===== config.mk =====
export PLATFORM = sky130hd
export DESIGN_NAME = utf8_to_utf16_name_encoder
export DESIGN_NICKNAME = d
export VERILOG_FILES = /design/src/rtl/core/u8u16_pkg.sv /design/src/rtl/core/u8u16_step.sv /design/src/rtl/core/u8u16_out_buf.sv /design/src/rtl/core/utf8_to_utf16_name_encoder.sv
export SDC_FILE = /design/constraint.sdc
export NUM_CORES = 1
export LEC_CHECK = 0
export BUFFER_PORTS_ARGS = -buffer_cell sky130_fd_sc_hd__buf_2
export CAP_MARGIN = 20
export CORE_MARGIN = 5
export CORE_UTILIZATION = 45
export DETAILED_ROUTE_END_ITERATION = 8
export PLACE_DENSITY = 0.71
export SYNTH_ARGS = -nofsm -noshare
export SYNTH_HDL_FRONTEND = slang
export SYNTH_HIERARCHICAL = 1
export SYNTH_SLANG_ARGS = --single-unit

===== constraint.sdc =====
create_clock -name i_clk -period 8.9 [get_ports i_clk]
set_clock_uncertainty 0.05 [all_clocks]
set_input_delay 1.335 -clock i_clk [delete_from_list [all_inputs] [get_ports i_clk]]
set_output_delay 1.335 -clock i_clk [all_outputs]
set_load 0.02 [all_outputs]

===== src/rtl/core/u8u16_pkg.sv =====
package u8u16_pkg;

    // Status codes of the closing word
    localparam logic [1:0] ST_OK       = 2'd0;
    localparam logic [1:0] ST_INVALID  = 2'd1;
    localparam logic [1:0] ST_TOO_LONG = 2'd2;

    // Most result words one input byte can cause, and the index width
    localparam int MAX_RES   = 3;
    localparam int RES_IDX_W = 2;

    localparam logic [7:0] MAX_UNITS_RESET = 8'd255;

    typedef struct packed {
        logic [7:0] data_byte;
        logic       end_of_name;
    } t_in_word;

    typedef struct packed {
        logic [15:0] code_unit;
        logic        is_status;
        logic [1:0]  status;
        logic [7:0]  unit_count;
        logic        final_res;
    } t_out_word;

    typedef struct packed {
        logic [20:0] code_point_acc;
        logic [1:0]  bytes_pending;
        logic [2:0]  sequence_length;
        logic [7:0]  units_so_far;
        logic [1:0]  error_code;
    } t_enc_state;

    typedef struct packed {
        t_out_word [MAX_RES-1:0] res;
        logic [RES_IDX_W-1:0]    count;
    } t_res_bundle;

endpackage


===== src/rtl/core/u8u16_step.sv =====
module u8u16_step
    import u8u16_pkg::*;
(
    input  t_enc_state  i_state,
    input  t_in_word    i_word,
    input  logic [7:0]  i_max_units,
    output t_enc_state  o_state,
    output t_res_bundle o_bundle
);

    // One byte through the decoder: next state and up to three result words
    always_comb begin
        t_enc_state           s;
        logic                 complete;
        logic [RES_IDX_W-1:0] n;
        logic [20:0]          cp;
        logic [19:0]          v;
        logic                 bad;
        logic [7:0]           b;
        t_out_word [MAX_RES-1:0] res;

        s        = i_state;
        b        = i_word.data_byte;
        complete = 1'b0;
        n        = '0;
        res      = '0;
        cp       = '0;
        v        = '0;
        bad      = 1'b0;

        // lead or continuation byte, only while no error is held
        if (s.error_code == ST_OK) begin
            if (s.bytes_pending == 2'd0) begin
                if (b inside {[8'h00:8'h7F]}) begin
                    s.code_point_acc  = {13'd0, b};
                    s.sequence_length = 3'd1;
                    complete          = 1'b1;
                end else if (b inside {[8'hC2:8'hDF]}) begin
                    s.code_point_acc  = {16'd0, b[4:0]};
                    s.bytes_pending   = 2'd1;
                    s.sequence_length = 3'd2;
                end else if (b inside {[8'hE0:8'hEF]}) begin
                    s.code_point_acc  = {17'd0, b[3:0]};
                    s.bytes_pending   = 2'd2;
                    s.sequence_length = 3'd3;
                end else if (b inside {[8'hF0:8'hF4]}) begin
                    s.code_point_acc  = {18'd0, b[2:0]};
                    s.bytes_pending   = 2'd3;
                    s.sequence_length = 3'd4;
                end else begin
                    s.error_code = ST_INVALID;
                end
            end else begin
                if (b[7:6] != 2'b10) begin
                    s.error_code = ST_INVALID;
                end else begin
                    s.code_point_acc = {s.code_point_acc[14:0], b[5:0]};
                    s.bytes_pending  = s.bytes_pending - 2'd1;
                    complete         = (s.bytes_pending == 2'd0);
                end
            end
        end

        // finished code point: range checks, limit check, emit units
        if (complete) begin
            cp  = s.code_point_acc;
            bad = (s.sequence_length == 3'd3 && cp < 21'h00800) ||
                  (s.sequence_length == 3'd4 && cp < 21'h10000) ||
                  (cp > 21'h10FFFF) ||
                  (cp >= 21'h0D800 && cp <= 21'h0DFFF);
            if (bad) begin
                s.error_code = ST_INVALID;
            end else if (cp <= 21'h0FFFF) begin
                if (s.units_so_far >= i_max_units) begin
                    s.error_code = ST_TOO_LONG;
                end else begin
                    s.units_so_far       = s.units_so_far + 8'd1;
                    res[n].code_unit     = cp[15:0];
                    res[n].unit_count    = s.units_so_far;
                    n                    = n + 2'd1;
                end
            end else begin
                if ({1'b0, s.units_so_far} + 9'd2 > {1'b0, i_max_units}) begin
                    s.error_code = ST_TOO_LONG;
                end else begin
                    v                    = 20'(cp - 21'h10000);
                    s.units_so_far       = s.units_so_far + 8'd1;
                    res[n].code_unit     = 16'hD800 | {6'd0, v[19:10]};
                    res[n].unit_count    = s.units_so_far;
                    n                    = n + 2'd1;
                    s.units_so_far       = s.units_so_far + 8'd1;
                    res[n].code_unit     = 16'hDC00 | {6'd0, v[9:0]};
                    res[n].unit_count    = s.units_so_far;
                    n                    = n + 2'd1;
                end
            end
            s.code_point_acc  = '0;
            s.sequence_length = '0;
        end

        // end of name: closing status word, then clear
        if (i_word.end_of_name) begin
            if (s.error_code == ST_OK && s.bytes_pending != 2'd0) begin
                s.error_code = ST_INVALID;
            end
            res[n].is_status  = 1'b1;
            res[n].status     = s.error_code;
            res[n].unit_count = s.units_so_far;
            n                 = n + 2'd1;
            s                 = '0;
        end

        if (n != '0) begin
            res[n - 2'd1].final_res = 1'b1;
        end

        o_state        = s;
        o_bundle.res   = res;
        o_bundle.count = n;
    end

endmodule


===== src/rtl/core/u8u16_out_buf.sv =====
module u8u16_out_buf
    import u8u16_pkg::*;
(
    input  logic        i_clk,
    input  logic        i_rst_n,
    input  logic        i_load,
    input  t_res_bundle i_bundle,
    output logic        o_free,
    output logic        o_valid,
    input  logic        i_ready,
    output t_out_word   o_word
);

    logic                    r_valid;
    logic [RES_IDX_W-1:0]    r_idx;
    t_out_word [MAX_RES-1:0] r_res;
    logic                    drain_last;

    // the word flagged final_res closes the bundle
    assign o_word     = r_res[r_idx];
    assign o_valid    = r_valid;
    assign drain_last = r_valid && i_ready && o_word.final_res;
    assign o_free     = !r_valid || drain_last;

    // bundle register and read pointer
    always_ff @(posedge i_clk) begin
        if (!i_rst_n) begin
            r_valid <= 1'b0;
            r_idx   <= '0;
        end else if (i_load && o_free) begin
            r_valid <= 1'b1;
            r_idx   <= '0;
        end else if (drain_last) begin
            r_valid <= 1'b0;
        end else if (r_valid && i_ready) begin
            r_idx   <= r_idx + 1'b1;
        end
    end

    always_ff @(posedge i_clk) begin
        if (i_load && o_free) begin
            r_res <= i_bundle.res;
        end
    end

endmodule


===== src/rtl/core/utf8_to_utf16_name_encoder.sv =====
// UTF-8 to UTF-16 name encoder. Takes one UTF-8 byte per word on the input
// channel and returns UTF-16 code units, one per output word, followed by a
// closing status word on the byte flagged end_of_name. A byte is registered,
// decoded in one pass against the running state, and its zero to three
// result words land in a bundle register that drains one word per cycle
// while the output is ready. Throughput is one byte per cycle while each
// byte gives at most one word and the output is ready; a byte that gives
// more (a surrogate pair, or a closing status) holds the input until they
// drain through the single-word output port. Results pass the input and
// then the bundle register. max_units resets to 255; the user must write
// it via i_cfg_we/i_cfg_wdata only while idle; the block does not check.
module utf8_to_utf16_name_encoder
    import u8u16_pkg::*;
(
    input  logic       i_clk,
    input  logic       i_rst_n,
    input  logic       i_cfg_we,
    input  logic [7:0] i_cfg_wdata,
    input  logic       i_in_valid,
    output logic       o_in_ready,
    input  t_in_word   i_in_word,
    output logic       o_out_valid,
    input  logic       i_out_ready,
    output t_out_word  o_out_word
);

    logic [7:0]  r_max;
    logic        r_in_valid;
    t_in_word    r_in;
    t_enc_state  r_state;
    t_enc_state  n_state;
    t_res_bundle step_bundle;
    logic        buf_free;
    logic        proc_fire;

    // configuration register
    always_ff @(posedge i_clk) begin
        if (!i_rst_n) begin
            r_max <= MAX_UNITS_RESET;
        end else if (i_cfg_we) begin
            r_max <= i_cfg_wdata;
        end
    end

    // input register
    assign proc_fire  = r_in_valid && buf_free;
    assign o_in_ready = !r_in_valid || proc_fire;

    always_ff @(posedge i_clk) begin
        if (!i_rst_n) begin
            r_in_valid <= 1'b0;
        end else if (o_in_ready) begin
            r_in_valid <= i_in_valid;
        end
    end

    always_ff @(posedge i_clk) begin
        if (o_in_ready && i_in_valid) begin
            r_in <= i_in_word;
        end
    end

    // decode pass
    u8u16_step u_step (
        .i_state     (r_state),
        .i_word      (r_in),
        .i_max_units (r_max),
        .o_state     (n_state),
        .o_bundle    (step_bundle)
    );

    // decoder state
    always_ff @(posedge i_clk) begin
        if (!i_rst_n) begin
            r_state <= '0;
        end else if (proc_fire) begin
            r_state <= n_state;
        end
    end

    // result bundle and output serialiser
    u8u16_out_buf u_out (
        .i_clk    (i_clk),
        .i_rst_n  (i_rst_n),
        .i_load   (proc_fire && (step_bundle.count != '0)),
        .i_bundle (step_bundle),
        .o_free   (buf_free),
        .o_valid  (o_out_valid),
        .i_ready  (i_out_ready),
        .o_word   (o_out_word)
    );

endmodule


==> reports/results.txt, run 1 <==
crit end category: flop
Final #Nets: 1030
routed vias: 7564
Fmax: 147 MHz
crit share post-route: 0.762
Cell Area, Placed: 0.00920 sq mm
Inst Count DP: 1227
vias in the first global route: 6956
Port Buffers: 51
register area share after synthesis: 0.417
RSZ-0062 raised after global routing: false
commonest non-fill, non-tap cell in the layout: nand2_1
# hold bufs at CTS: 0
Pleak: 3.45 nW
worst skew pair latency: 0.42 ns
CTS Sinks: 141
drt first pass iters: 6
sw frac: 0.263
syn_area_per_cell: 9.21 sq um
number of distinct library cells after synthesis: 90
worst r2r dst: u_out/r_res[49]$_DFFE_PP_
Clock Tree Root: clkbuf_16
PD cells: 161 mW/mm^2
Setup CP Type: flop to flop
post-layout util: 0.499
row count: 51
Tmin final: 6.78 ns
flop-to-flop setup slack: 2.12 ns
Cells after Synth: 977
area of the die: 0.0229 sq mm
Final Instance Count excl. Fillers: 1259
maximum VDD drop: 0.140 mV
final setup vio count: 0
most frequent cells in the layout: nand2_1 (124), edfxtp_1 (93), nor2_1 (75)
Die X: 151 microns
growth of design area from synthesis to finish: 8.67%
ys flop type: edfxtp_1
maximum buffer depth of the clock tree: 2
sequential share of power: 0.475
initial antenna violation count: 0
hold wc startpoint: r_max[1]$_SDFFE_PN1P_
initial core utilization: 0.459
Post-synth EDFFs: 93
largest net degree at the start of global routing: 85
Worst-Margin Slew: 1.06 ns
CTS tree: yes
Final HPWL DP: 15500 microns
cell area after layout: 0.00977 sq mm
drt wl/cell: 18.2 microns
Worst R2R Start: r_state[13]$_SDFFE_PN0P_
critical path peak fanout: 84
synth warn: 6
ratio of cells with drive above 1 in the final layout: 0.151
Worst Path Required: 8.89 ns
Clk pwr share: 0.423
initial drt markers: 925
post-route ant nets: 0
setup_tns: 0 ns
Antenna Cells: 0
Ports: 52
total power draw: 1.57 mW
Setup crit start kind: flop
hold path depth: 2
tightest slew margin relative to the limit: 0.295
combinational share of power: 0.102
DR vias/cell: 6.01
WL final: 22900 microns
Yosys reg bits: 141
worst-case reg-to-reg path depth: 17
Synth Cell Area: 0.00899 sq mm
Pint: 1.16 mW
H-tree level count: 4
DRC Markers: 0
Max Transition Viols Final: 0
Hold Fails Final Rpt: 0
Tightest Hold Check Type: flop to flop
GRT Util Overall: 0.204
Psw: 0.413 mW
status: completed
die extent in y: 151 microns
clock-pin slew on the worst setup and hold paths: 0.06 ns
GR Overflow Total: 0
core box area: 0.0196 sq mm
worst hold endpoint: r_max[1]$_SDFFE_PN1P_
first-pass GRT wire length: 37200 microns
Post-CTS Resized: 0
max cap viols: 0
asr flop ratio synth: 0
GP Congestion: 0.947
post-CTS setup buffers: 0
CTS buffer count: 17
critical path arrival: 6.77 ns
sequential cells by signal (all words and copies together) (netlist names):
signal and flops:
r_in 9, r_max 8, u_out/r_res 84, u_out/r_idx 2
u_out/o_valid 1, r_state 36, r_in_valid 1
cell usage after synthesis, drive strengths merged (5+ instances only):
cell      n  area [sq um]
nand3b    5          50.1
mux2i    49           490
a22oi     9          67.6
nor2b     7          43.8
a31oi    12          75.1
a21oi    36           180
and3      9          56.3
o21ai    92           569
nor3     14          70.1
edfxtp   93          2790
nand3    32           160
nor4      6          43.8
nor2     76           302
o31ai     6          45.0
o211ai   10          80.1
or3      10          67.6
o22ai    14          87.6
nand2b    7          43.8
inv      29           109
ha       26           325
clkbuf   27           101
or2       7          43.8
buf      61           402
dfxtp    48           961
nand2   126           483
xnor2    12           105
o21a      8          60.1
a21o      6          45.0
nand4    45           282
xor2      7          61.3
and2     15          96.3
power groups by stage:
stage / Combinational [mW] / Sequential [mW] / Clock [mW]
final: 0.160 / 0.748 / 0.665
after global routing: 0.175 / 0.751 / 0.709
after CTS: 0.159 / 0.748 / 0.677
after detailed placement: 0.158 / 0.762 / 0
after global placement: 0.157 / 0.760 / 0
after floorplan: 0.126 / 0.755 / 0
cells by family after synthesis:
kind of cell / Yosys count / share of synthesized area
compound gates: 251 / 0.196
xor+xnor: 19 / 0.0185
fa+ha+maj: 26 / 0.0362
buf+inv: 117 / 0.0680
flops: 141 / 0.417
mux: 51 / 0.0574
other cells: 1 / 0.000417
simple gates: 371 / 0.206
worst max path at each step:
| stage | start | end | slack (ns) | cells after the start |
|---|---|---|---|---|
| global route | r_state[13]$_SDFFE_PN0P_ | u_out/r_res[49]$_DFFE_PP_ | 1.73 | 15 |
| finish | r_state[13]$_SDFFE_PN0P_ | u_out/r_res[49]$_DFFE_PP_ | 2.12 | 17 |
| detailed placement | r_state[13]$_SDFFE_PN0P_ | u_out/r_res[75]$_DFFE_PP_ | 2.34 | 15 |
| global placement | r_state[13]$_SDFFE_PN0P_ | u_out/r_res[75]$_DFFE_PP_ | 2.47 | 16 |
| floorplan | r_state[13]$_SDFFE_PN0P_ | u_out/r_res[0]$_DFFE_PP_ | 2.34 | 18 |
| CTS | r_state[13]$_SDFFE_PN0P_ | u_out/r_res[49]$_DFFE_PP_ | 2.31 | 15 |
per-layer routing:
layer,routed length (microns),track usage,up-vias
met1,10700,0.304,3557
met4,395,0.0558,0
met5,0,0,-
met3,1870,0.0398,50
li1,-,-,3604
met2,9940,0.302,353
area by class of cell:
type                    instances  area, sq um
repair buffers                 58          328
well taps                     265          332
fillers                      1834         9820
flip-flops and latches        141         3750
clock buffers                  17          425
inverters                      29          109
clock inverters                14          121
multi-input cells             735         4700
worst max-delay path, cell delays in order (launching register included):
cell and delay [ns]:
dfxtp_1 0.34, inv_1 0.12, ha_1 0.65, o21ai_0 0.32, a21oi_1 0.65, nor2b_1 0.10
a21oi_1 0.25, ha_1 0.26, nand2_1 0.07, or3_4 0.35, a311oi_4 0.52, and2_1 0.67
nand2_4 0.30, ha_1 0.39, nand2_1 0.08, o21ai_0 0.12, o21a_1 0.23, and2_4 0.89
per-stage QoR:
| step | worst slack [ns] | hold WS (ns) |
|---|---|---|
| final | 2.12 | 0.421 |
| after global routing | 1.73 | 0.453 |
| after CTS | 2.31 | 0.430 |
| after detailed placement | 2.34 | 0.414 |
| after global placement | 2.47 | 0.403 |
| after floorplan | 2.34 | 0.386 |
Note: power is estimated with default switching activity, not from simulation.
==> run 2: changes to the inputs <==
--- a/config.mk
+++ b/config.mk
@@ -10,7 +10,7 @@
 export CORE_MARGIN = 5
 export CORE_UTILIZATION = 45
 export DETAILED_ROUTE_END_ITERATION = 8
-export PLACE_DENSITY = 0.71
+export PLACE_DENSITY = 0.73
 export SYNTH_ARGS = -nofsm -noshare
 export SYNTH_HDL_FRONTEND = slang
 export SYNTH_HIERARCHICAL = 1
==> constraint.sdc (replaced) <==
create_clock -name i_clk -period 5.6 [get_ports i_clk]
set_clock_uncertainty 0.05 [all_clocks]
set_input_delay 0.84 -clock i_clk [delete_from_list [all_inputs] [get_ports i_clk]]
set_output_delay 0.84 -clock i_clk [all_outputs]
set_load 0.02 [all_outputs]
==> run 2 against run 1 <==
Effect of this change:
- setup slack worse by 1.8 ns
- clock power increased by 71%
- via count rose by 0.85%
- sequential share of layout area is 0.83 points lower
- first-iteration DRC count down 4.5%
- combinational power is 71% higher
- global-route usage grew 0.41 points
- core utilization increased by 1.1 points
- clock-buffer cell count is 1 higher
==> reports/results.txt, run 2 (synthesis gave the netlist of run 1 again) <==
status: completed (unchanged)
max cap viols: 0 (unchanged)
vias in the first global route: 7145 (was 6956)
crit share post-route: 0.937 (was 0.762)
max FFs per register: 84 (unchanged)
DRC Markers: 0 (unchanged)
most frequent cells in the layout: nand2_1 (123), edfxtp_1 (93), nor2_1 (75) (was nand2_1 (124), edfxtp_1 (93), nor2_1 (75))
die extent in y: 151 microns (unchanged)
flop-to-flop setup slack: 0.35 ns (was 2.12 ns)
worst r2r dst: u_out/r_res[8]$_DFFE_PP_ (was u_out/r_res[49]$_DFFE_PP_)
core box area: 0.0196 sq mm (unchanged)
Hold Worst Slack: 0.416 ns (was 0.421 ns)
clock-pin slew on the worst setup and hold paths: 0.06 ns (about the same)
Pleak: 3.57 nW (was 3.45 nW)
first-pass GRT wire length: 37900 microns (was 37200 microns)
Clock Tree Root: clkbuf_16 (unchanged)
highest cell delay on the worst timing path: 0.55 ns (was 0.89 ns)
initial core utilization: 0.459 (unchanged)
Tmin final: 5.25 ns (was 6.78 ns)
DR vias/cell: 5.96 (was 6.01)
critical path arrival: 5.30 ns (was 6.77 ns)
Hold Fails Final Rpt: 0 (unchanged)
tightest slew margin relative to the limit: 0.454 (was 0.295)
GR Overflow Total: 0 (unchanged)
Worst Path Required: 5.66 ns (was 8.89 ns)
GP Congestion: 0.964 (was 0.947)
post-CTS setup buffers: 0 (unchanged)
worst skew pair latency: 0.43 ns (was 0.42 ns)
setup_tns: 0 ns (unchanged)
CTS Sinks: 141 (unchanged)
Worst path slowest cell: or4_4 (was and2_4)
growth of design area from synthesis to finish: 11.1% (was 8.67%)
Worst R2R Start: r_state[13]$_SDFFE_PN0P_ (unchanged)
Final #Nets: 1049 (was 1030)
largest net degree at the start of global routing: 85 (unchanged)
drt wl/cell: 18.4 microns (was 18.2 microns)
Die X: 151 microns (unchanged)
Fmax: 191 MHz (was 147 MHz)
Ports: 52 (unchanged)
Final HPWL DP: 16300 microns (was 15500 microns)
Most flops, register: u_out/r_res (unchanged)
Setup crit start kind: flop (unchanged)
post-route ant nets: 0 (unchanged)
Worst-Margin Slew: 0.820 ns (was 1.06 ns)
Tightest Hold Check Type: flop to flop (unchanged)
Max Transition Viols Final: 0 (unchanged)
row count: 51 (unchanged)
H-tree level count: 4 (unchanged)
maximum buffer depth of the clock tree: 2 (unchanged)
CTS buffer count: 17 (unchanged)
ratio of cells with drive above 1 in the final layout: 0.169 (was 0.151)
CP dominant cell by count: ha_1 (unchanged)
Final Instance Count excl. Fillers: 1279 (was 1259)
RSZ-0062 raised after global routing: false (unchanged)
final setup vio count: 0 (unchanged)
crit path from: r_state[13]$_SDFFE_PN0P_ (unchanged)
PD cells: 260 mW/mm^2 (was 161 mW/mm^2)
Critical Path Sink: u_out/r_res[8]$_DFFE_PP_ (was u_out/r_res[49]$_DFFE_PP_)
crit end category: flop (unchanged)
Top Registers: u_out/r_res: 84 flops, r_state: 36 flops, r_in: 9 flops (unchanged)
Antenna Cells: 0 (unchanged)
maximum VDD drop: 0.205 mV (was 0.140 mV)
total power draw: 2.60 mW (was 1.57 mW)
GRT Util Overall: 0.208 (was 0.204)
CTS tree: yes (unchanged)
area of the die: 0.0229 sq mm (unchanged)
Inst Count DP: 1245 (was 1227)
critical path peak fanout: 42 (was 84)
Port Buffers: 51 (unchanged)
drt first pass iters: 8 (was 6)
initial drt markers: 883 (was 925)
commonest non-fill, non-tap cell in the layout: nand2_1 (unchanged)
routed vias: 7628 (was 7564)
initial antenna violation count: 0 (unchanged)
Setup CP Type: flop to flop (unchanged)
WL final: 23600 microns (was 22900 microns)
worst-case reg-to-reg path depth: 18 (was 17)
CP Cell Sequence: inv_1 -> ha_1 -> or3b_4 -> nor2_8 -> mux2i_1 -> or4_4 -> nand3b_4 -> or3_4 -> a311oi_4 -> buf_4 -> and2_1 -> nand2_4 -> ha_1 -> nand2_1 -> o21ai_0 -> o21a_1 -> and2_4 -> clkbuf_16 (was inv_1 -> ha_1 -> o21ai_0 -> a21oi_1 -> nor2b_1 -> a21oi_1 -> ha_1 -> nand2_1 -> or3_4 -> a311oi_4 -> and2_1 -> nand2_4 -> ha_1 -> nand2_1 -> o21ai_0 -> o21a_1 -> and2_4)
-- run 2: cell count changes in the layout (fill, tap and decap cells not counted), sizes merged --
cell	previous run	this run
bufinv	1	2
clkbuf	17	19
clkinv	8	3
clkinvlp	3	2
buf	58	76
inv	31	36
-- run 2: worst min path at each step --
| stage | from | to | slack, ns | cells after the start |
|---|---|---|---|---|
| finish | r_state[14]$_SDFFE_PN0P_ | r_state[14]$_SDFFE_PN0P_ | 0.42 | 2 |
| global route | r_state[14]$_SDFFE_PN0P_ | r_state[14]$_SDFFE_PN0P_ | 0.44 | 2 |
| CTS | r_state[12]$_SDFFE_PN0P_ | r_state[12]$_SDFFE_PN0P_ | 0.42 | 2 |
| detailed placement | r_max[7]$_SDFFE_PN1P_ | r_max[7]$_SDFFE_PN1P_ | 0.41 | 2 |
| global placement | r_state[14]$_SDFFE_PN0P_ | r_state[14]$_SDFFE_PN0P_ | 0.40 | 2 |
| floorplan | r_state[14]$_SDFFE_PN0P_ | r_state[14]$_SDFFE_PN0P_ | 0.39 | 2 |
-- run 2: stage by stage --
| step | utilization | area, sq um | setup WS, ns |
|---|---|---|---|
| finish | 0.510 | 9990 | 0.353 |
| global route | 0.510 | 9990 | 0.104 |
| floorplan | - | 9060 | 0.391 |
| global placement | 0.477 | 9350 | 0.445 |
| CTS | 0.507 | 9940 | 0.184 |
| detailed placement | 0.477 | 9350 | 0.211 |
-- run 2: worst max-delay path: cells and delay by family, from the launching register on --
| family | cells | cell delay, ns |
|---|---|---|
| AO/OA/AOI/OAI | 3 | 0.71 |
| multiplexers | 1 | 0.15 |
| flip-flops | 1 | 0.37 |
| adder cells (fa/ha/maj) | 2 | 0.63 |
| AND/OR/NAND/NOR | 9 | 2.41 |
| buffers and inverters | 3 | 0.58 |
-- run 2: metal layers --
layer  GRT usage  wire length, microns  part of all wire
met1       0.304                 10700              0.45
met2       0.313                 10600              0.45
met3      0.0380                  1890             0.080
met4      0.0648                   384             0.016
met5           0                     0                 0
-- run 2: final cells by class --
type                       count  area (sq um)
clock buffer                  18           429
timing repair buffer          77           495
sequential                   141          3750
multi-input combinational    735          4710
clock inverter                14           159
tap                          265           332
inverter                      29           109
fill                        1806          9600
-- run 2: repair_timing --
action                                  4_1_cts  5_1_grt
gates resized for setup                       0        4
endpoints found under the setup margin        0       77
hold endpoints to repair                      0        0
hold buffers                                  0        0
-- run 2: power by group --
group | internal, mW | leakage, nW | switching, mW | total [mW]
registers | 1.16 | 1.21 | 0.0258 | 1.19
clock network | 0.667 | 0.284 | 0.471 | 1.14
logic | 0.0871 | 2.08 | 0.187 | 0.274
total | 1.92 | 3.57 | 0.684 | 2.60
==> run 3: changes to the inputs <==
--- a/config.mk
+++ b/config.mk
@@ -7,6 +7,7 @@
 export LEC_CHECK = 0
 export BUFFER_PORTS_ARGS = -buffer_cell sky130_fd_sc_hd__buf_2
 export CAP_MARGIN = 20
+export CORE_ASPECT_RATIO = 1.75
 export CORE_MARGIN = 5
 export CORE_UTILIZATION = 45
 export DETAILED_ROUTE_END_ITERATION = 8
==> run 3 against run 2 <==
Effect of this change:
- final cell count down 1.8%
- via count up 0.68%
- sequential power about the same
- first-iteration DRC count down 35%
- power down 0.70%
- die area up 0.49%
- critical endpoint is now u_out/r_res[16]$_DFFE_PP_
- sequential cell count unchanged
- non-clock buffer count down 3
- hold slack better by 0.0041 ns
- wire length up 2.7%
- combinational power down 3%
- setup slack better by 0.069 ns
==> reports/results.txt, run 3 (synthesis gave the netlist of run 1 again) <==
Port Buffers: 51 (unchanged)
Antenna Cells: 0 (unchanged)
first-pass GRT wire length: 39300 microns (was 37900 microns)
row count: 68 (was 51)
initial drt markers: 572 (was 883)
gr busiest metal: met2 (unchanged)
area of the die: 0.0230 sq mm (was 0.0229 sq mm)
Post-CTS Resized: 0 (unchanged)
critical path arrival: 5.20 ns (was 5.30 ns)
initial core utilization: 0.456 (was 0.459)
Setup crit start kind: flop (unchanged)
Worst-Margin Slew: 0.885 ns (was 0.820 ns)
post-route ant nets: 0 (unchanged)
CTS Sinks: 141 (unchanged)
crit end category: flop (unchanged)
commonest non-fill, non-tap cell in the layout: nand2_1 (unchanged)
GR Overflow Total: 0 (unchanged)
maximum buffer depth of the clock tree: 2 (unchanged)
Fmax: 193 MHz (was 191 MHz)
CTS buffer count: 17 (unchanged)
drt wl/cell: 19.3 microns (was 18.4 microns)
RSZ-0062 raised after global routing: false (unchanged)
# hold bufs at CTS: 0 (unchanged)
maximum VDD drop: 0.182 mV (was 0.205 mV)
critical path peak fanout: 84 (was 42)
post-layout util: 0.502 (was 0.510)
Top Registers: u_out/r_res: 84 flops, r_state: 36 flops, r_in: 9 flops (unchanged)
most frequent cells in the layout: nand2_1 (124), edfxtp_1 (93), nor2_1 (75) (was nand2_1 (123), edfxtp_1 (93), nor2_1 (75))
Final HPWL DP: 17500 microns (was 16300 microns)
Max Transition Viols Final: 0 (unchanged)
growth of design area from synthesis to finish: 10.2% (was 11.1%)
setup_tns: 0 ns (unchanged)
crit share post-route: 0.925 (was 0.937)
DR vias/cell: 6.11 (was 5.96)
PD cells: 260 mW/mm^2 (about the same)
Hold Fails Final Rpt: 0 (unchanged)
Fillers: 1846 (was 1806)
vias in the first global route: 7394 (was 7145)
final setup vio count: 0 (unchanged)
Worst Path Required: 5.63 ns (was 5.66 ns)
drt first pass iters: 5 (was 8)
die extent in y: 197 microns (was 151 microns)
GR Util met1: 0.251 (was 0.304)
Pleak: 3.54 nW (was 3.57 nW)
post-CTS setup buffers: 0 (unchanged)
GRT Util Overall: 0.215 (was 0.208)
largest net degree at the start of global routing: 85 (unchanged)
core box area: 0.0197 sq mm (was 0.0196 sq mm)
Clock Tree Root: clkbuf_16 (unchanged)
Setup CP Type: flop to flop (unchanged)
GP Congestion: 1.04 (was 0.964)
initial antenna violation count: 0 (unchanged)
status: completed (unchanged)
met3 usage: 0.0380 (about the same)
Tmin final: 5.18 ns (was 5.25 ns)
Tightest Hold Check Type: flop to flop (unchanged)
routed vias: 7680 (was 7628)
Ports: 52 (unchanged)
max cap viols: 0 (unchanged)
WL final: 24200 microns (was 23600 microns)
H-tree level count: 4 (unchanged)
max FFs per register: 84 (unchanged)
tightest slew margin relative to the limit: 0.409 (was 0.454)
ratio of cells with drive above 1 in the final layout: 0.163 (was 0.169)
clock-pin slew on the worst setup and hold paths: 0.06 ns (about the same)
CTS tree: yes (unchanged)
DRC Markers: 0 (unchanged)
Die X: 117 microns (was 151 microns)
Final #Nets: 1046 (was 1049)
Most flops, register: u_out/r_res (unchanged)
M2 GR Usage: 0.367 (was 0.313)
worst skew pair latency: 0.43 ns (about the same)
## run 3: path summary, 6_finish.rpt
path,from,endpoint,slack (ns),cells after the start
hold reg to reg,r_max[5]$_SDFFE_PN1P_,r_max[5]$_SDFFE_PN1P_,0.42,2
hold / removal,r_max[5]$_SDFFE_PN1P_,r_max[5]$_SDFFE_PN1P_,0.42,2
setup / recovery,r_in[7]$_DFFE_PP_,u_out/r_res[16]$_DFFE_PP_,0.42,16
setup reg to reg,r_in[7]$_DFFE_PP_,u_out/r_res[16]$_DFFE_PP_,0.42,16
## run 3: report_power, final
part / total (mW) / switching [mW] / leakage (nW) / internal, mW
clock: 1.13 / 0.462 / 0.280 / 0.665
sequential: 1.19 / 0.0263 / 1.21 / 1.16
combinational: 0.266 / 0.184 / 2.06 / 0.0825
## run 3: layout make-up
class	count	area (sq um)	share of cell area
clock buffer	18	429	0.0433
clock inverter	14	160	0.0162
inverter	29	109	0.0110
multi-input combinational	735	4700	0.475
sequential	141	3750	0.379
tap	245	307	0.0309
timing repair buffer	74	448	0.0452
## run 3: routing by layer
| layer | wire [microns] | up-vias |
|---|---|---|
| li1 | - | 3637 |
| met1 | 9140 | 3640 |
| met2 | 12400 | 322 |
| met3 | 1480 | 81 |
| met4 | 1240 | 0 |
| met5 | 0 | - |
## run 3: through the flow
step / cells / hold WS (ns) / power, mW / area [sq um] / setup WS (ns)
2_1_floorplan: 993 / 0.386 / 1.40 / 9060 / 0.391
3_3_place_gp: 1223 / 0.401 / 1.47 / 9310 / 0.620
3_5_place_dp: 1223 / 0.407 / 1.47 / 9310 / 0.490
4_1_cts: 1255 / 0.425 / 2.60 / 9900 / 0.460
5_1_grt: 1256 / 0.443 / 2.67 / 9910 / 0.0843
6_report: 1256 / 0.420 / 2.58 / 9910 / 0.422
## run 3: worst max-delay path: stages (launching register included)
cell	delay, ns
edfxtp_1	0.68
nand2b_1	0.23
o211a_1	0.32
a21oi_1	0.32
nor2b_1	0.09
a21oi_1	0.26
ha_1	0.27
o21ai_0	0.18
or3_1	0.48
a21oi_1	0.40
nand2_4	0.21
ha_1	0.34
nand2_1	0.08
o21ai_0	0.13
o21a_1	0.23
and2_4	0.18
buf_12	0.35
